==> config.mk <==
export PLATFORM = sky130hd
export DESIGN_NAME = ir_range_linearizer_ema_top_flat
export DESIGN_NICKNAME = d
export VERILOG_FILES = /design/src/irle_pkg.sv /design/src/irle_if.sv /design/src/irle_div.sv /design/src/ir_range_linearizer_ema_top.sv /design/src/flat_wrapper.sv
export VERILOG_INCLUDE_DIRS = /design/src /design/src/src
export SDC_FILE = /design/constraint.sdc
export NUM_CORES = 2
export LEC_CHECK = 0
export ABC_AREA = 1
export BUFFER_PORTS_ARGS = -buffer_cell sky130_fd_sc_hd__buf_2
export CAP_MARGIN = 10
export CORE_ASPECT_RATIO = 0.9
export CORE_MARGIN = 4
export CORE_UTILIZATION = 30
export CTS_BUF_LIST = sky130_fd_sc_hd__clkbuf_8
export DETAILED_ROUTE_END_ITERATION = 7
export GPL_TIMING_DRIVEN = 0
export PLACE_DENSITY_LB_ADDON = 0.05
export SYNTH_ARGS = -nofsm -noshare
export SYNTH_HDL_FRONTEND = slang
export SYNTH_HIERARCHICAL = 1
export SYNTH_SLANG_ARGS = --single-unit
==> constraint.sdc <==
create_clock -name i_clk -period 12.8 [get_ports i_clk]
set_input_delay 0 -clock i_clk [delete_from_list [all_inputs] [get_ports i_clk]]
set_output_delay 0 -clock i_clk [all_outputs]
set_load 0.02 [all_outputs]
==> src/ir_range_linearizer_ema_top_assert.svh <==
// assertion macros shared by the range linearizer modules
`ifndef IR_RANGE_LINEARIZER_EMA_TOP_ASSERT_SVH
`define IR_RANGE_LINEARIZER_EMA_TOP_ASSERT_SVH

// same-cycle implication
`define IRLE_ASSERT_IMP(name, clk, rst_n, ante, cons) \
    name: assert property (@(posedge clk) disable iff (!(rst_n)) (ante) |-> (cons)) \
        else $error("irle: same-cycle check failed");

// next-cycle implication
`define IRLE_ASSERT_NEXT(name, clk, rst_n, ante, cons) \
    name: assert property (@(posedge clk) disable iff (!(rst_n)) (ante) |=> (cons)) \
        else $error("irle: next-cycle check failed");

// invariant
`define IRLE_ASSERT_ALWAYS(name, clk, rst_n, cond) \
    name: assert property (@(posedge clk) disable iff (!(rst_n)) (cond)) \
        else $error("irle: invariant failed");

`endif

==> src/irle_pkg.sv <==
// constants, tables and types of the ir range linearizer
package irle_pkg;

    localparam int SAMPLE_W    = 10;
    localparam int ADC_BITS    = 10;
    localparam int FRAC_BITS   = 16;
    localparam int PRIME_COUNT = 10;
    localparam int PRIME_W     = $clog2(PRIME_COUNT + 1);

    localparam int DIST_W      = 20;
    localparam int GAIN_W      = 17;
    localparam int GAIN_FRAC   = 16;
    localparam logic [GAIN_W-1:0] GAIN_ONE   = GAIN_W'(1 << GAIN_FRAC);
    localparam logic [GAIN_W-1:0] GAIN_RESET = GAIN_W'(32768);
    localparam int MIX_W       = DIST_W + GAIN_W;

    // volts = sample * 5 * 2^FRAC_BITS / ADC_MAX, split into integer and remainder factors
    localparam int ADC_MAX     = (1 << ADC_BITS) - 1;
    localparam int SCALE_INT   = (5 << FRAC_BITS) / ADC_MAX;
    localparam int SCALE_REM   = (5 << FRAC_BITS) % ADC_MAX;
    localparam int V_W         = 19;

    localparam int TH_N        = 10;
    localparam int SEG_N       = 9;
    localparam int SEG_W       = $clog2(SEG_N);

    localparam logic [V_W-1:0] THRESH [TH_N] = '{
        19'd25187, 19'd28194, 19'd32329, 19'd38720, 19'd47366,
        19'd58644, 19'd84207, 19'd106386, 19'd150369, 19'd205254
    };

    // segment slopes are all negative: magnitudes in micro-cm per volt
    localparam int ICPT_W      = 28;
    localparam logic [ICPT_W-1:0] SLOPE_MAG [SEG_N] = '{
        28'd217916667, 28'd158484848, 28'd102549020, 28'd75797101, 28'd58111111,
        28'd25637255, 28'd14774011, 28'd7450142, 28'd5970320
    };
    localparam logic [ICPT_W-1:0] ICPT [SEG_N] = '{
        28'd163750000, 28'd138181818, 28'd110588235, 28'd94782609, 28'd82000000,
        28'd52941176, 28'd38983051, 28'd27094017, 28'd23698630
    };

    localparam longint unsigned FAR_Q_FULL = ((longint'(999) << FRAC_BITS) + 50) / 100;
    localparam logic [DIST_W-1:0] FAR_Q    = DIST_W'(FAR_Q_FULL);

    // shared multiplier operands
    localparam int MUL_A_W     = 28;
    localparam int MUL_B_W     = DIST_W;
    localparam int PROD_W      = MUL_A_W + MUL_B_W;

    // divide by prime count through a reciprocal
    localparam int PRIME_SHIFT = 26;
    localparam int PRIME_RECIP = ((1 << PRIME_SHIFT) + PRIME_COUNT - 1) / PRIME_COUNT;

    // segment value over 1e8 gives metres in the distance format
    localparam int ACC_W       = ICPT_W + FRAC_BITS;
    localparam int DIVISOR     = 100000000;
    // estimate from the dividend bits above DIV_HI_LSB, never high and at most one low
    localparam int DIV_HI_LSB      = 26;
    localparam int DIV_RECIP_SHIFT = 28;
    localparam logic [MUL_A_W-1:0] DIV_RECIP =
        MUL_A_W'((64'd1 << (DIV_HI_LSB + DIV_RECIP_SHIFT)) / DIVISOR);

    typedef enum logic [1:0] {
        RS_IN_RANGE = 2'd0,
        RS_TOO_FAR  = 2'd1,
        RS_TOO_NEAR = 2'd2
    } t_range_status;

    typedef enum logic [3:0] {
        S_IDLE,
        S_SCALE,
        S_SEG,
        S_MUL,
        S_SUB,
        S_DIV,
        S_MIX,
        S_PRIME,
        S_AVG,
        S_FIN
    } t_state;

    typedef enum logic [1:0] {
        DS_IDLE,
        DS_EST,
        DS_BACK,
        DS_FIX
    } t_div_state;

    typedef struct packed {
        logic              start;
        logic [ACC_W-1:0]  dividend;
    } t_div_req;

    typedef struct packed {
        logic              done;
        logic [DIST_W-1:0] quotient;
    } t_div_rsp;

endpackage

==> src/irle_if.sv <==
// valid/ready channel interfaces of the ir range linearizer
interface irle_sample_if;
    logic                          valid;
    logic                          ready;
    logic [irle_pkg::SAMPLE_W-1:0] adc_sample;

    modport source (output valid, output adc_sample, input ready);
    modport sink   (input valid, input adc_sample, output ready);
endinterface

interface irle_result_if;
    logic                        valid;
    logic                        ready;
    logic [irle_pkg::DIST_W-1:0] raw_distance;
    logic [irle_pkg::DIST_W-1:0] filtered_distance;
    logic [1:0]                  range_status;

    modport source (output valid, output raw_distance, output filtered_distance,
                    output range_status, input ready);
    modport sink   (input valid, input raw_distance, input filtered_distance,
                    input range_status, output ready);
endinterface

interface irle_cfg_if;
    logic                        valid;
    logic                        ready;
    logic [irle_pkg::GAIN_W-1:0] smoothing_gain;

    modport source (output valid, output smoothing_gain, input ready);
    modport sink   (input valid, input smoothing_gain, output ready);
endinterface

==> src/irle_div.sv <==
// divider by the constant 1e8 on the shared multiplier: estimate, back-multiply, one fix step
`include "ir_range_linearizer_ema_top_assert.svh"

module irle_div (
    input  logic                          i_clk,
    input  logic                          i_rst_n,
    input  irle_pkg::t_div_req            i_req,
    input  logic [irle_pkg::PROD_W-1:0]   i_mul_p,
    output logic [irle_pkg::MUL_A_W-1:0]  o_mul_a,
    output logic [irle_pkg::MUL_B_W-1:0]  o_mul_b,
    output irle_pkg::t_div_rsp            o_rsp
);
    import irle_pkg::*;

    t_div_state        r_dstate;
    t_div_state        n_dstate;
    logic              r_done;
    logic [ACC_W-1:0]  r_num;
    logic [DIST_W-1:0] r_quo;
    logic [PROD_W-1:0] r_back;

    logic [ACC_W-1:0]  rem;
    logic              rem_ge;

    assign rem    = r_num - r_back[ACC_W-1:0];
    assign rem_ge = rem >= ACC_W'(DIVISOR);

    always_ff @(posedge i_clk) begin
        if (!i_rst_n) begin
            r_dstate <= DS_IDLE;
            r_done   <= 1'b0;
        end else begin
            r_dstate <= n_dstate;
            r_done   <= (r_dstate == DS_FIX);
        end
    end

    always_comb begin
        n_dstate = r_dstate;
        o_mul_a  = '0;
        o_mul_b  = '0;
        unique case (r_dstate)
            DS_IDLE: begin
                if (i_req.start) begin
                    n_dstate = DS_EST;
                end
            end
            DS_EST: begin
                o_mul_a  = DIV_RECIP;
                o_mul_b  = MUL_B_W'(r_num[ACC_W-1:DIV_HI_LSB]);
                n_dstate = DS_BACK;
            end
            DS_BACK: begin
                o_mul_a  = MUL_A_W'(DIVISOR);
                o_mul_b  = r_quo;
                n_dstate = DS_FIX;
            end
            DS_FIX: begin
                n_dstate = DS_IDLE;
            end
            default: begin
                n_dstate = DS_IDLE;
            end
        endcase
    end

    always_ff @(posedge i_clk) begin
        if (i_req.start) begin
            r_num <= i_req.dividend;
        end
        if (r_dstate == DS_EST) begin
            r_quo <= i_mul_p[DIV_RECIP_SHIFT +: DIST_W];
        end
        if (r_dstate == DS_BACK) begin
            r_back <= i_mul_p;
        end
        // estimate is at most one low
        if ((r_dstate == DS_FIX) && rem_ge) begin
            r_quo <= r_quo + DIST_W'(1);
        end
    end

    assign o_rsp.done     = r_done;
    assign o_rsp.quotient = r_quo;

    `IRLE_ASSERT_IMP(a_div_no_restart, i_clk, i_rst_n, i_req.start, r_dstate == DS_IDLE)
    `IRLE_ASSERT_IMP(a_div_rem_below, i_clk, i_rst_n, r_dstate == DS_FIX, rem < ACC_W'(2 * DIVISOR))
    `IRLE_ASSERT_NEXT(a_div_finish, i_clk, i_rst_n, r_dstate == DS_FIX, r_done && (r_dstate == DS_IDLE))

endmodule

==> src/ir_range_linearizer_ema_top.sv <==
// ir range linearizer with moving-average smoothing, top level
//
//   channel    dir   handshake      payload
//   i_cfg      in    valid/ready    smoothing_gain (17b, Q16), ready always high
//   i_sample   in    valid/ready    adc_sample (10b)
//   o_result   out   valid/ready    raw_distance, filtered_distance (20b Q16), range_status
//
// in-range item: scale, segment, slope multiply, subtract, then the divide by 1e8 in irle_div
// (reciprocal estimate, back-multiply, one correction), then mix; a segment clamped to zero skips
// the divide, a too-far / too-near item skips multiply, subtract and divide; a priming item gives no
// result. one multiplier is shared by slope, divide, priming reciprocal and both average terms.
// i_sample.ready is high only while the sequencer is idle; a result held in the output
// register does not block the next item, only the load of the following result.
// synchronous active-low reset: gain back to 0.5, average and priming count cleared.
`include "ir_range_linearizer_ema_top_assert.svh"

module ir_range_linearizer_ema_top (
    input  logic          i_clk,
    input  logic          i_rst_n,
    irle_cfg_if.sink      i_cfg,
    irle_sample_if.sink   i_sample,
    irle_result_if.source o_result
);
    import irle_pkg::*;

    t_state            r_state;
    t_state            n_state;

    logic [GAIN_W-1:0] r_gain;
    logic [V_W-1:0]    r_v;
    logic [V_W-1:0]    r_y;
    logic [SEG_W-1:0]  r_seg;
    t_range_status     r_status;
    logic [PROD_W-1:0] r_prod;
    logic [DIST_W-1:0] r_dist;
    logic [DIST_W-1:0] r_avg;
    logic [PRIME_W-1:0] r_prime_cnt;
    logic [MIX_W-1:0]  r_acc;

    logic              r_out_valid;
    logic [DIST_W-1:0] r_out_raw;
    logic [DIST_W-1:0] r_out_filt;
    t_range_status     r_out_status;

    logic              sample_rdy;
    logic              sample_acc;
    logic              out_load;
    logic              priming;
    logic [GAIN_W-1:0] gain_c;
    logic [V_W-1:0]    scale_q;
    logic              too_far;
    logic              too_near;
    logic [SEG_W-1:0]  seg_k;
    logic [PROD_W-1:0] icpt_ext;
    logic              seg_neg;
    logic [DIST_W-1:0] avg_new;

    logic [MUL_A_W-1:0] mul_a;
    logic [MUL_B_W-1:0] mul_b;
    logic [PROD_W-1:0]  mul_p;
    logic [MUL_A_W-1:0] div_mul_a;
    logic [MUL_B_W-1:0] div_mul_b;

    t_div_req          div_req;
    t_div_rsp          div_rsp;

    irle_div u_div (
        .i_clk   (i_clk),
        .i_rst_n (i_rst_n),
        .i_req   (div_req),
        .i_mul_p (mul_p),
        .o_mul_a (div_mul_a),
        .o_mul_b (div_mul_b),
        .o_rsp   (div_rsp)
    );

    assign i_cfg.ready    = 1'b1;
    assign i_sample.ready = sample_rdy;
    assign sample_acc     = i_sample.valid && sample_rdy;
    assign out_load       = (r_state == S_FIN) && (!r_out_valid || o_result.ready);
    assign priming        = r_prime_cnt < PRIME_W'(PRIME_COUNT);
    assign gain_c         = (r_gain > GAIN_ONE) ? GAIN_ONE : r_gain;
    assign avg_new        = r_acc[GAIN_FRAC +: DIST_W];

    // floor(y / ADC_MAX) for y below 2^(2*ADC_BITS)
    assign scale_q = V_W'(((V_W+1)'(r_y) + (V_W+1)'(r_y >> ADC_BITS) + (V_W+1)'(1))
                          >> ADC_BITS);

    assign too_far  = r_v < THRESH[0];
    assign too_near = r_v >= THRESH[TH_N-1];

    always_comb begin
        seg_k = '0;
        for (int j = 1; j < TH_N - 1; j++) begin
            if (r_v >= THRESH[j]) begin
                seg_k = seg_k + SEG_W'(1);
            end
        end
    end

    assign icpt_ext = PROD_W'(ICPT[r_seg]) << FRAC_BITS;
    assign seg_neg  = r_prod >= icpt_ext;
    assign mul_p    = PROD_W'(mul_a) * PROD_W'(mul_b);

    always_ff @(posedge i_clk) begin
        if (!i_rst_n) begin
            r_state <= S_IDLE;
        end else begin
            r_state <= n_state;
        end
    end

    always_comb begin
        n_state          = r_state;
        sample_rdy       = 1'b0;
        mul_a            = '0;
        mul_b            = '0;
        div_req.start    = 1'b0;
        div_req.dividend = ACC_W'(icpt_ext - r_prod);
        unique case (r_state)
            S_IDLE: begin
                sample_rdy = 1'b1;
                if (i_sample.valid) begin
                    n_state = S_SCALE;
                end
            end
            S_SCALE: begin
                n_state = S_SEG;
            end
            S_SEG: begin
                if (too_far || too_near) begin
                    n_state = S_MIX;
                end else begin
                    n_state = S_MUL;
                end
            end
            S_MUL: begin
                mul_a   = SLOPE_MAG[r_seg];
                mul_b   = MUL_B_W'(r_v);
                n_state = S_SUB;
            end
            S_SUB: begin
                // segment value at or below zero clamps to zero
                if (seg_neg) begin
                    n_state = S_MIX;
                end else begin
                    div_req.start = 1'b1;
                    n_state       = S_DIV;
                end
            end
            S_DIV: begin
                // divider drives the shared multiplier
                mul_a = div_mul_a;
                mul_b = div_mul_b;
                if (div_rsp.done) begin
                    n_state = S_MIX;
                end
            end
            S_MIX: begin
                mul_b = r_dist;
                if (priming) begin
                    mul_a   = MUL_A_W'(PRIME_RECIP);
                    n_state = S_PRIME;
                end else begin
                    mul_a   = MUL_A_W'(gain_c);
                    n_state = S_AVG;
                end
            end
            S_PRIME: begin
                n_state = S_IDLE;
            end
            S_AVG: begin
                mul_a   = MUL_A_W'(GAIN_ONE - gain_c);
                mul_b   = r_avg;
                n_state = S_FIN;
            end
            S_FIN: begin
                if (out_load) begin
                    n_state = S_IDLE;
                end
            end
            default: begin
                n_state = S_IDLE;
            end
        endcase
    end

    always_ff @(posedge i_clk) begin
        if (!i_rst_n) begin
            r_gain      <= GAIN_RESET;
            r_avg       <= '0;
            r_prime_cnt <= '0;
            r_out_valid <= 1'b0;
        end else begin
            if (i_cfg.valid) begin
                r_gain <= i_cfg.smoothing_gain;
            end
            if (out_load) begin
                r_out_valid <= 1'b1;
            end else if (o_result.ready) begin
                r_out_valid <= 1'b0;
            end
            if (r_state == S_PRIME) begin
                r_avg       <= r_avg + r_prod[PRIME_SHIFT +: DIST_W];
                r_prime_cnt <= r_prime_cnt + PRIME_W'(1);
            end else if (out_load) begin
                r_avg <= avg_new;
            end
        end
    end

    always_ff @(posedge i_clk) begin
        if (sample_acc) begin
            r_v <= V_W'(32'(i_sample.adc_sample) * SCALE_INT);
            r_y <= V_W'(32'(i_sample.adc_sample) * SCALE_REM);
        end
        if (r_state == S_SCALE) begin
            r_v <= r_v + scale_q;
        end
        if (r_state == S_SEG) begin
            r_seg <= seg_k;
            if (too_far) begin
                r_status <= RS_TOO_FAR;
                r_dist   <= FAR_Q;
            end else if (too_near) begin
                r_status <= RS_TOO_NEAR;
                r_dist   <= '0;
            end else begin
                r_status <= RS_IN_RANGE;
            end
        end
        if ((r_state == S_MUL) || (r_state == S_MIX)) begin
            r_prod <= mul_p;
        end
        if ((r_state == S_SUB) && seg_neg) begin
            r_dist <= '0;
        end
        if ((r_state == S_DIV) && div_rsp.done) begin
            r_dist <= div_rsp.quotient;
        end
        if (r_state == S_AVG) begin
            r_acc <= MIX_W'(r_prod) + MIX_W'(mul_p);
        end
        if (out_load) begin
            r_out_raw    <= r_dist;
            r_out_filt   <= avg_new;
            r_out_status <= r_status;
        end
    end

    assign o_result.valid             = r_out_valid;
    assign o_result.raw_distance      = r_out_raw;
    assign o_result.filtered_distance = r_out_filt;
    assign o_result.range_status      = r_out_status;

    `IRLE_ASSERT_NEXT(a_accept_starts, i_clk, i_rst_n, sample_acc, r_state == S_SCALE)
    `IRLE_ASSERT_IMP(a_no_result_priming, i_clk, i_rst_n, r_state == S_FIN, r_prime_cnt == PRIME_W'(PRIME_COUNT))
    `IRLE_ASSERT_IMP(a_near_is_zero, i_clk, i_rst_n, r_out_valid && (r_out_status == RS_TOO_NEAR), r_out_raw == '0)
    `IRLE_ASSERT_ALWAYS(a_prime_bound, i_clk, i_rst_n, r_prime_cnt <= PRIME_W'(PRIME_COUNT))

endmodule
==> src/flat_wrapper.sv <==
// flat-port wrapper written by rule: the top's interface ports become plain ports
module ir_range_linearizer_ema_top_flat import irle_pkg::*;
  (i_clk, i_rst_n, i_cfg_valid, i_cfg_smoothing_gain, i_cfg_ready, i_sample_valid, i_sample_adc_sample, i_sample_ready, o_result_valid, o_result_raw_distance, o_result_filtered_distance, o_result_range_status, o_result_ready);
  irle_cfg_if i_cfg_i ();
  irle_sample_if i_sample_i ();
  irle_result_if o_result_i ();
  input  logic i_clk;
  input  logic i_rst_n;
  input wire logic [$bits(i_cfg_i.valid)-1:0] i_cfg_valid;
  input wire logic [$bits(i_cfg_i.smoothing_gain)-1:0] i_cfg_smoothing_gain;
  output wire logic [$bits(i_cfg_i.ready)-1:0] i_cfg_ready;
  input wire logic [$bits(i_sample_i.valid)-1:0] i_sample_valid;
  input wire logic [$bits(i_sample_i.adc_sample)-1:0] i_sample_adc_sample;
  output wire logic [$bits(i_sample_i.ready)-1:0] i_sample_ready;
  output wire logic [$bits(o_result_i.valid)-1:0] o_result_valid;
  output wire logic [$bits(o_result_i.raw_distance)-1:0] o_result_raw_distance;
  output wire logic [$bits(o_result_i.filtered_distance)-1:0] o_result_filtered_distance;
  output wire logic [$bits(o_result_i.range_status)-1:0] o_result_range_status;
  input wire logic [$bits(o_result_i.ready)-1:0] o_result_ready;
  assign i_cfg_i.valid = i_cfg_valid;
  assign i_cfg_i.smoothing_gain = i_cfg_smoothing_gain;
  assign i_cfg_ready = i_cfg_i.ready;
  assign i_sample_i.valid = i_sample_valid;
  assign i_sample_i.adc_sample = i_sample_adc_sample;
  assign i_sample_ready = i_sample_i.ready;
  assign o_result_valid = o_result_i.valid;
  assign o_result_raw_distance = o_result_i.raw_distance;
  assign o_result_filtered_distance = o_result_i.filtered_distance;
  assign o_result_range_status = o_result_i.range_status;
  assign o_result_i.ready = o_result_ready;
  ir_range_linearizer_ema_top u_core (.i_clk(i_clk), .i_rst_n(i_rst_n), .i_cfg(i_cfg_i), .i_sample(i_sample_i), .o_result(o_result_i));
endmodule
[Word level (Yosys, flattened, before mapping)]
Memories as Yosys holds them, arrays and structs flattened.
Cells that the tools add are included.
Operators by class
  $add $sub $neg: 17
  multiply operators: 2
  $lt $le $gt $ge: 15
  eq/ne operators: 16
  multiplexer cells: 44
  bitwise gates (word level): 1
  reductions and logical operators: 19
Operator list (number)
  two-way mux 20 bit: 9
  two-way mux 28 bit: 4
  one-hot mux 28 bit (4 select lines): 1
  subtractor 44 bit: 2
  one-hot mux 20 bit (4 select lines): 1
  greater-or-equal comparator 19 x 16 -> 1 bit (second input constant): 3
  one-hot mux 28 bit (2 select lines): 1
  greater-or-equal comparator 48 x 44 -> 1 bit: 1
  multiplier 28 x 20 -> 48 bit: 1
  greater-or-equal comparator 44 x 27 -> 1 bit (second input constant): 1
  two-way mux 4 bit: 11
  adder 20 x 1 -> 20 bit (second input constant): 2
  one-hot mux 20 bit (2 select lines): 1
  greater-or-equal comparator 19 x 15 -> 1 bit (second input constant): 2
  greater-or-equal comparator 19 x 17 -> 1 bit (second input constant): 2
  greater-or-equal comparator 19 x 18 -> 1 bit (second input constant): 2
  two-way mux 19 bit: 2
  adder 36 bit: 1
  one-hot mux 4 bit (9 select lines): 1
  adder 4 x 1 -> 4 bit (second input constant): 8
  two-way mux 23 bit: 1
  adder 19 x 9 -> 20 bit: 1
  adder 20 bit: 1
  adder 19 x 10 -> 19 bit: 1
  30 further kinds: 54
Word-level totals
  bits in registers: 341
  bits in read-only memories: 896
  logic and storage cells: 136
  memories kept: 2
Memory list
  (name not given): depth 16, width 28, read ports 1, clocked after memory_dff 0, write ports 0, line ir_range_linearizer_ema_top.sv:138  | mul_a = SLOPE_MAG[r_seg];
  (name not given): depth 16, width 28, read ports 1, clocked after memory_dff 0, write ports 0, line ir_range_linearizer_ema_top.sv:101  | assign icpt_ext = PROD_W'(ICPT[r_seg]) << FRAC_BITS;

[Longest topological paths before layout]
  depth after elaboration: 16
  gate-level depth with buffers: 55
  depth with buffers taken out: 54

[Cells and area by module]
Netlist, hierarchy kept.
By module, submodules not included
  ir_range_linearizer_ema_top: instances 1, cells each 4567, area each 35328.9 um^2, sequential area each 5965.7 um^2
  irle_div: instances 1, cells each 1103, area each 8087.8 um^2, sequential area each 3303.2 um^2

[Worst setup path before layout]
No wires, ideal clock.
  path kind: register to register
  start: reg u_core.u_div.r_dstate[0]
  end: reg u_core.r_acc[32], data pin
  library setup time: 0.252 ns
  arrival time: 9.474 ns
  required time: 12.548 ns
  path slack: 3.074 ns
  cell stages (with the launch flop): 41
  clock period less this slack: 9.726 ns
  cell sequence: dfxtp_1 inv_1 ha_1 clkbuf_1 nand2_1 a21oi_1 nand2_1 o21ai_0 nor2_1 clkinv_1 clkbuf_1 nand2_1 fa_1 inv_1 fa_1 inv_1 fa_1 inv_1 [5 not listed] inv_1 ha_1 nand2_1 nor2_1 inv_1 nor4_1 a21oi_1 o21ai_0 xor2_1 ha_1 a21oi_1 o21ai_0 a21oi_1 o22ai_1 a211oi_1 nand2_1 nand2_1 nand2_1
On the way
  word-level cells in the longest chain between the ends: 5
Ends and longest elaborated chain
  start, declared: line irle_div.sv:15  | t_div_state r_dstate;
  start signal, assigned: line irle_div.sv:33  | r_dstate <= n_dstate;
  equality test 2 bit / equality test 2 x 1 -> 1 bit (equally long branches): line irle_div.sv:42  | unique case (r_dstate)
  one-hot mux 28 bit (2 select lines) (*): line irle_div.sv:42
  net u_core.div_mul_a[13]: line ir_range_linearizer_ema_top.sv:61  | logic [MUL_A_W-1:0] div_mul_a;
  one-hot mux 28 bit (4 select lines) (*): line ir_range_linearizer_ema_top.sv:120  | unique case (r_state)
  multiplier 28 x 20 -> 48 bit (*): line ir_range_linearizer_ema_top.sv:103  | assign mul_p = PROD_W'(mul_a) * PROD_W'(mul_b);
  net u_core.mul_p[23]: line ir_range_linearizer_ema_top.sv:60  | logic [PROD_W-1:0] mul_p;
  adder 36 bit (*): line ir_range_linearizer_ema_top.sv:242  | r_acc <= MIX_W'(r_prod) + MIX_W'(mul_p);
  end signal, assigned: line ir_range_linearizer_ema_top.sv:242
  end, declared: line ir_range_linearizer_ema_top.sv:38  | logic [MIX_W-1:0] r_acc;
Mark *: on every way through the listed nets, which the timed path passes. The rest lies on a longest branch.
A chain may end at the register's enable or synchronous reset.

[Worst setup path after layout]
  start: reg u_core.u_div.r_dstate[0]
  end: reg u_core.r_acc[34], data pin
Same word-level chain as after synthesis.

==> flow_metrics.py <==
metrics = {
    "critical_path": {
        "cp-start-kind": "flop",
        "cp_data_required_time_ns": 13.34,
        "slowest_stage": "nor2_1",
        "cp.arrival_ns": 12.84,
        "path_max_fanout": 18,
        "reg2reg_depth": 38,
        "max_stage_delay_ns": 0.92,
        "crit_type": "reg2reg",
        "crit_path_end_kind": "flop",
    },
    "synth": {
        "synth_area_leaders": "fa_1 (22%), edfxtp_1 (19%), nand2_1 (11%)",
        "synthesis.area_um2": 43420,
        "yosysTopAreaCell": "fa_1",
        "seq_area_frac_synth_pct": 21.35,
        "synth_top_area_share_pct": 21.53,
        "syn_avg_cell_area_um2": 7.657,
        "synth_top_flop_cell": "edfxtp_1",
        "synth-edff-count": 276,
        "ys_types": 60,
        "post-synth-top-count-cell": "nand2_1",
        "synth_warnings": 6,
        "ys_seq_elements": 325,
        "synth_common_cells": "nand2_1 (1,305), inv_1 (1,132), nor2_1 (584)",
        "synthCells": 5670,
        "async_flop_share_pct": 0,
    },
    "cells_and_area": {
        "seq_area_um2": 9269,
        "fillCellCount": 15610,
        "syn2layout_area_growth_pct": 11.77,
        "nets": 6763,
        "multi_input_area_um2": 28980,
        "final_layout_size_suffix_gt1_share_pct": 6.342,
        "instances_no_fill": 7906,
    },
    "detailed_routing": {
        "viasPerCell": 4.851,
        "vias": 38350,
        "firstDrtPassIters": 6,
        "antenna_left": 0,
        "drt_iter0_drc": 3156,
        "wl_per_cell_um": 22.84,
        "totalWireLength_mm": 180.6,
        "drc": 0,
    },
    "timing": {
        "slew_viol_final": 0,
        "rsz0062_at_grt": "false",
        "finalCriticalPeriod_ns": 12.30,
        "clock_skew_ns": 0.04131,
        "final-setup-viol-count": 0,
        "relSlewSlack_pct": 8.561,
        "hold_viol_final": 0,
        "worstMarginPinSlew_ns": 1.362,
        "max_freq_mhz": 81.31,
        "fin_crit_sh_pct": 96.09,
        "tns_ns": 0,
        "holdWs_ns": 0.1295,
    },
    "placement": {
        "place_congestion": 0.9179,
        "hpwl_mm": 152.3,
        "io_buffers": 75,
        "place_inst": 7705,
    },
    "hold_path": {
        "hp-class": "in2reg",
        "whs_path_depth": 4,
    },
    "grt": {
        "grt.total_usage_pct": 23.81,
        "overflow": 0,
        "antenna_found_initial": 11,
        "grt_pass1_wl_mm": 264.6,
        "grt_pass1_vias": 38480,
        "grt_max_degree": 39,
    },
    "floorplan": {
        "num_rows": 132,
        "core_um2": 143900,
        "die-area_um2": 150900,
        "die_x_um": 409,
        "pin_count": 77,
        "fp.dieH_um": 368.9,
        "start_util_pct": 30.18,
    },
    "clock_network": {
        "cts.path.max_buffers": 3,
        "clk_pin_slew_ns": 0.06,
        "clock_sinks": 325,
        "cts_tree": "built",
        "clk_latency_ns": 0.73,
        "cts_max_level": 3,
        "cts_made_buffers": 68,
        "cts-root-buf": "clkbuf_8",
    },
    "power_and_ir_drop": {
        "max-vdd-ir-drop_uv": 115.0,
        "cellPowerDensity_nw_per_um2": 124.5,
        "power_mw": 6.041,
        "leakage_nw": 23.71,
    },
    "outcome": {
        "outcome": "finished clean",
    },
    "run": {
        "cap_violations": 0,
    },
}
registers in the layout (all words and copies together), names as in the netlist, 2 cells and up:
name / count
u_core/r_avg: 20
u_core/u_div/r_back: 44
u_core/r_y: 13
u_core/r_seg: 4
u_core/o_result.range_status: 2
u_core/o_result.raw_distance: 20
u_core/r_status: 2
u_core/r_prime_cnt: 4
u_core/u_div/r_quo: 20
u_core/r_dist: 20
u_core/o_result.filtered_distance: 20
u_core/u_div/r_dstate: 2
u_core/r_state: 4
u_core/u_div/r_num: 44
u_core/r_v: 19
u_core/r_gain: 17
u_core/r_prod: 48
u_core/r_acc: 20
critical path: cells and delay by family, from the launching register on:
kind / cells / cell delay, ns
flops: 1 / 0.35
simple gates: 7 / 2.15
buf+inv: 10 / 2.02
xor+xnor: 2 / 0.81
compound gates: 9 / 2.13
fa+ha+maj: 10 / 4.59
cell type report:
cell class / count / area share (%)
Inverter: 1173 / 9.084
Sequential cell: 325 / 19.10
Clock inverter: 53 / 0.7555
Timing Repair Buffer: 162 / 2.679
Tap cell: 1943 / 5.010
Multi-Input combinational cell: 4027 / 59.73
Antenna cell: 3 / 0.01547
Buffer: 151 / 1.671
Clock buffer: 69 / 1.957
power by group:
| group | internal, mW | switching [mW] |
|---|---|---|
| registers | 1.45 | 0.198 |
| clock network | 0.589 | 0.523 |
| logic | 0.963 | 2.31 |
| total | 3.01 | 3.03 |
cells in the final DEF (no fill, tap or decap), types with 8 or more instances in the layout:
master         instances
a211oi_1               9
a21boi_0               8
a21o_1                13
a21oi_1              315
a22o_1                19
a31oi_1               49
buf_2                114
buf_4                 33
buf_6                 13
clkbuf_1              69
clkbuf_8              70
clkinv_1              35
conb_1                 8
dfxtp_1               49
dlygate4sd3_1         74
edfxtp_1             276
fa_1                 467
ha_1                 355
inv_1               1148
inv_2                 21
nand2_1             1304
nand2_2               29
nand3_1              206
nand3_2               11
nand3b_1              18
nand4_1               33
nor2_1               582
nor2_2                22
nor2_4                 8
nor3_1                52
nor4_1                19
o211ai_1              13
o21a_1                19
o21ai_0              188
o21ai_1               12
o21bai_1              19
o221ai_1              11
xnor2_1               44
xor2_1               119
cell families after synthesis:
logic type      synth area share, %
compound gates                9.510
xor+xnor                      3.308
fa+ha+maj                     31.79
buf+inv                       12.01
flops                         21.35
other cells                 0.01730
simple gates                  22.02
stage by stage:
step                      setup WS (ns)  utilization, %  cell area [um^2]
after floorplan                   3.074               -             43440
after global placement          -0.9405           32.15             46250
after detailed placement         0.5063           32.27             46420
after CTS                        0.4706           33.70             48480
after global routing            0.05696           33.73             48520
final                            0.5010           33.73             48530
timing repair:
item / CTS / global route
hold endpoints to repair: 57 / 0
endpoints found under the setup margin: 0 / 4
buffers inserted: 0 / 0
hold buffers: 74 / 0
gates resized for setup: 0 / 5
metal layers:
layer	part of all wire (%)	global-route usage [%]
met5	0	0
met2	45	38.13
met4	1.7	4.405
met3	5.3	2.518
met1	48	34.93
path summary, 6_finish.rpt:
check,start,slack [ns],to
min reg2reg,u_core/r_acc[22],0.46,u_core/o_result.filtered_distance[6]
min,i_cfg_valid,0.13,u_core/r_gain[0]
max reg2reg,u_core/u_div/r_dstate[0],0.50,u_core/r_acc[34]
max,u_core/u_div/r_dstate[0],0.50,u_core/r_acc[34]
Note: power is estimated with default switching activity, not from simulation.
